### src/sv/ordered_list_insert_delete_find_assert.svh
// ----------------------------------------------------------------------------
// ordered list assertion macros
// concurrent checks, compiled out when ASSERT_OFF is set
// ----------------------------------------------------------------------------
`ifndef ORDERED_LIST_INSERT_DELETE_FIND_ASSERT_SVH
`define ORDERED_LIST_INSERT_DELETE_FIND_ASSERT_SVH

`ifndef ASSERT_OFF

// check that is skipped while reset is high
`define OLI_ASSERT(lbl, clk, rst, prop, msg) \
  lbl: assert property (@(posedge clk) disable iff (rst) prop) else $error(msg);

// check that holds in every cycle, reset included
`define OLI_ASSERT_ALWAYS(lbl, clk, prop, msg) \
  lbl: assert property (@(posedge clk) prop) else $error(msg);

`else

`define OLI_ASSERT(lbl, clk, rst, prop, msg)
`define OLI_ASSERT_ALWAYS(lbl, clk, prop, msg)

`endif

`endif

### src/sv/oli_pkg.sv
// ----------------------------------------------------------------------------
// oli_pkg
// shared types, command codes and helpers of the ordered list
// ----------------------------------------------------------------------------
package oli_pkg;

  typedef enum logic [1:0] {
    CMD_INSERT = 2'd0,
    CMD_DELETE = 2'd1,
    CMD_FIND   = 2'd2
  } cmd_t;

  // width of one scan step over the match row
  localparam int CHUNK   = 8;
  localparam int CHUNK_W = 3;

  // control broadcast to every cell of the row
  typedef struct packed {
    logic        ins;
    logic        del;
    logic [7:0]  pos0;   // 0-based position
    logic [31:0] value;
  } cell_ctrl_t;

  // lowest set bit of a scan chunk
  function automatic logic [CHUNK_W-1:0] first_set(input logic [CHUNK-1:0] v);
    logic [CHUNK_W-1:0] idx;
    idx = '0;
    for (int i = CHUNK - 1; i >= 0; i--) begin
      if (v[i]) begin
        idx = CHUNK_W'(i);
      end
    end
    return idx;
  endfunction

endpackage

### src/sv/oli_cell.sv
// ----------------------------------------------------------------------------
// oli_cell
// one list entry: loads, shifts up or down with its neighbors, compares
// ----------------------------------------------------------------------------
module oli_cell #(
  parameter int INDEX = 0,
  parameter int LW    = 8
) (
  input  logic               clk,
  input  oli_pkg::cell_ctrl_t ctrl,
  input  logic [31:0]        from_lower,
  input  logic [31:0]        from_upper,
  input  logic [LW-1:0]      length,
  output logic [31:0]        data,
  output logic               hit
);
  import oli_pkg::*;

  logic at;
  logic above;

  assign at    = (INDEX == int'(ctrl.pos0));
  assign above = (INDEX > int'(ctrl.pos0));

  always_ff @(posedge clk) begin
    if (ctrl.ins && at) begin
      data <= ctrl.value;
    end else if (ctrl.ins && above) begin
      data <= from_lower;
    end else if (ctrl.del && (at || above)) begin
      data <= from_upper;
    end
  end

  // only live entries take part in a search
  assign hit = (data == ctrl.value) && (INDEX < int'(length));

endmodule
### config.mk
export PLATFORM = sky130hd
export DESIGN_NAME = oli_cell
export DESIGN_NICKNAME = d
export VERILOG_FILES = /design/src/sv/ordered_list_insert_delete_find_assert.svh /design/src/sv/oli_pkg.sv /design/src/sv/oli_cell.sv
export SDC_FILE = /design/constraint.sdc
export NUM_CORES = 1
export LEC_CHECK = 0
export BUFFER_PORTS_ARGS = -buffer_cell sky130_fd_sc_hd__buf_2
export CORE_ASPECT_RATIO = 0.5
export CORE_UTILIZATION = 40
export DETAILED_ROUTE_END_ITERATION = 12
export PLACE_DENSITY = 0.86
export SYNTH_ARGS = -nofsm -noshare
export SYNTH_HDL_FRONTEND = slang
export SYNTH_SLANG_ARGS = --single-unit
### constraint.sdc
create_clock -name clk -period 2.1 [get_ports clk]
set_input_delay 0.21 -clock clk [delete_from_list [all_inputs] [get_ports clk]]
set_output_delay 0.21 -clock clk [all_outputs]
set_load 0.01 [all_outputs]
==> impl_metrics.toml <==
[layout]
finish.instance_area_sq_um = 2618
regArea_sq_um = 960.9
finalNonFillerCells = 295
antenna_cells = 0
final_util = 0.5888
drive_above_1_share = 0.6891
largest_register = "data"
n_fill_cell = 381
layout.nets = 352
largest_reg_flops = 32
multi_input_area_sq_um = 912.1
reg_top3 = "data x32"
syn_to_final_growth_pct = 39.56

[grt]
grt_pass1_wl_mm = 7.010
grt_pass1_vias = 1555
track_usage = 0.1838
antenna_found_initial = 0
grt-ovfl-total = 0
grt_max_degree = 33

[cts]
cts-htree-levels = 2
cts_made_buffers = 5
cts_tree = "yes"
clock_sinks = 32
root_buffer = "clkbuf_8"
ctsHoldBuffers = 0
cts_setup_buffers = 0
clockBufferDepth = 2
path_clk_slew_ns = 0.07

[logic_synthesis]
synthArstFlopShare = 0
yosys.area_share.adder = 0
netlist_area_sq_um = 1876
synth-seq-cells = 32
yosys.area.top_type_share = 0.5123
yosys_warnings = 0
syn_avg_cell_area_sq_um = 16.17
synth_top_family_by_area = "multiplexers"
synthXorXnorAreaFrac = 0.1494
synth-edff-count = 32
synth_cell_types = 13
synthesis.instances = 116
ys_top_cells_by_count = "edfxtp_1, mux2_4, xor2_1"
synthMuxAreaShare = 0.2522
synthSimpleGateAreaFrac = 0.05804
synth_nets = 231
ys.flop_type = "edfxtp_1"
synth_top_area_cell = "edfxtp_1"
synth_seq_area_share = 0.5123
synth-compound-area-share = 0.01001
yosysMostFrequentCell = "edfxtp_1"
netlist_top_cells_area = "edfxtp_1, mux2_4, xor2_1, nor4_1, xnor2_1"

[place]
dpl_cell_area_sq_um = 2504
dp_hpwl_mm = 3.530
io_buffers = 115
gp_congestion = 0.7447
placedCellCount = 287

[drt]
finalWirelength_mm = 4.445
avgViaCountPerCell = 4.803
firstDrtPassIters = 9
vias = 1417
dr.first_iter.drc_count = 27
ant_nets = 0
wl_per_cell_um = 15.07
drc_errors = 2

[floorplan]
die_h_um = 50.42
io-pin-count = 148
core_area_sq_um = 4446
dieArea_sq_um = 4984
die_w_um = 98.84
start_util = 0.4219
rows = 17

[setup_path]
crit_path_max_fanout = 2
worst-endpoint-required_ns = 1.89
worst_setup_path_end_kind = "output pin"
cp-start-kind = "flip-flop"
cp.arrival_ns = 1.84
critical_path_class = "flip-flop to output pin"

[sta]
setup_viol = 0
rsz0062_at_grt = "yes"
worst_pin_slew_ns = 0.5844
min_period_over_period = 0.9752
finalCriticalPeriod_ns = 2.048
hold_slack_ns = 0.2294
fmax_mhz = 488.3
finalMaxSlewViolations = 0
relSlewSlack = 0.6104
hold_viol = 0

[pwr]
pwr_density_cell_nw_per_um2 = 508.6
ir_drop_mv = 0.2526
totalPowerFinal_mw = 1.331
power_leakage_nw = 1.245

[status]
violations = "DRC"
outcome = "finished, violations left"

[job]
drv_cap = 0

[hold_path]
worstHoldPathType = "input pin to flip-flop"
[stage by stage]
stage,setup slack [ns],setup TNS [ns]
3_3_place_gp,0.2456,0
3_5_place_dp,0.2525,0
6_report,0.05206,0
4_1_cts,0.01629,0
2_1_floorplan,0.2662,0
5_1_grt,-0.02948,-0.02948
[logic make-up (layout without fill, tap and decap cells)]
family / count (synthesis) / count (layout)
xor+xnor: 32 / 32
mux: 32 / 32
flops: 32 / 32
simple gates: 15 / 15
buf+inv: 3 / 125
compound gates: 2 / 2
[cells in the final DEF (no fill, tap or decap)]
| cell | instances |
|---|---|
| buf_2 | 115 |
| edfxtp_1 | 32 |
| mux2_4 | 30 |
| xor2_1 | 28 |
| nor4_2 | 6 |
| nor4_1 | 5 |
| clkbuf_8 | 5 |
| xnor2_1 | 4 |
| mux2_2 | 2 |
| nand4_1 | 2 |
| clkinv_2 | 2 |
| buf_4 | 2 |
| nand3_2 | 1 |
| nand3_1 | 1 |
| a2111oi_2 | 1 |
| o211a_1 | 1 |
| clkinv_1 | 1 |
[power breakdown]
part	switching (mW)	internal, mW	total [mW]
sequential	0.00116	0.704	0.705
combinational	0.0656	0.114	0.180
clock	0.222	0.225	0.446
total	0.288	1.04	1.33
[final timing paths]
check | start | end | cells past startpoint
worst min-delay path | from_upper[18] | data[18] | 2
worst max-delay path | data[26] | hit | 5
[layer usage]
layer	wire, um	share of wire	vias up	track usage
li1	-	-	688	-
met1	1757	0.40	685	0.1989
met2	2469	0.56	36	0.3520
met3	129	0.029	8	0.03343
met4	89	0.020	0	0.09204
met5	0	0	-	0
[critical path: stages (launching register included)]
cell and delay (ns):
edfxtp_1 0.41, xor2_1 0.17, nor4_2 0.32, nand3_1 0.18
a2111oi_2 0.29, buf_2 0.19
[repair_timing]
item	CTS	global route
gates cloned	0	0
setup endpoints to repair	1	1
resized for setup	4	2
pin swaps	1	3
endpoints found under the hold margin	0	0
[cell type report]
cell class | count | area share
Sequential cell | 32 | 0.3671
Multi-Input combinational cell | 81 | 0.3485
Timing Repair Buffer | 117 | 0.2256
Tap cell | 57 | 0.02725
Clock buffer | 5 | 0.02629
Clock inverter | 3 | 0.005258
(Power assumes the default switching activity.)
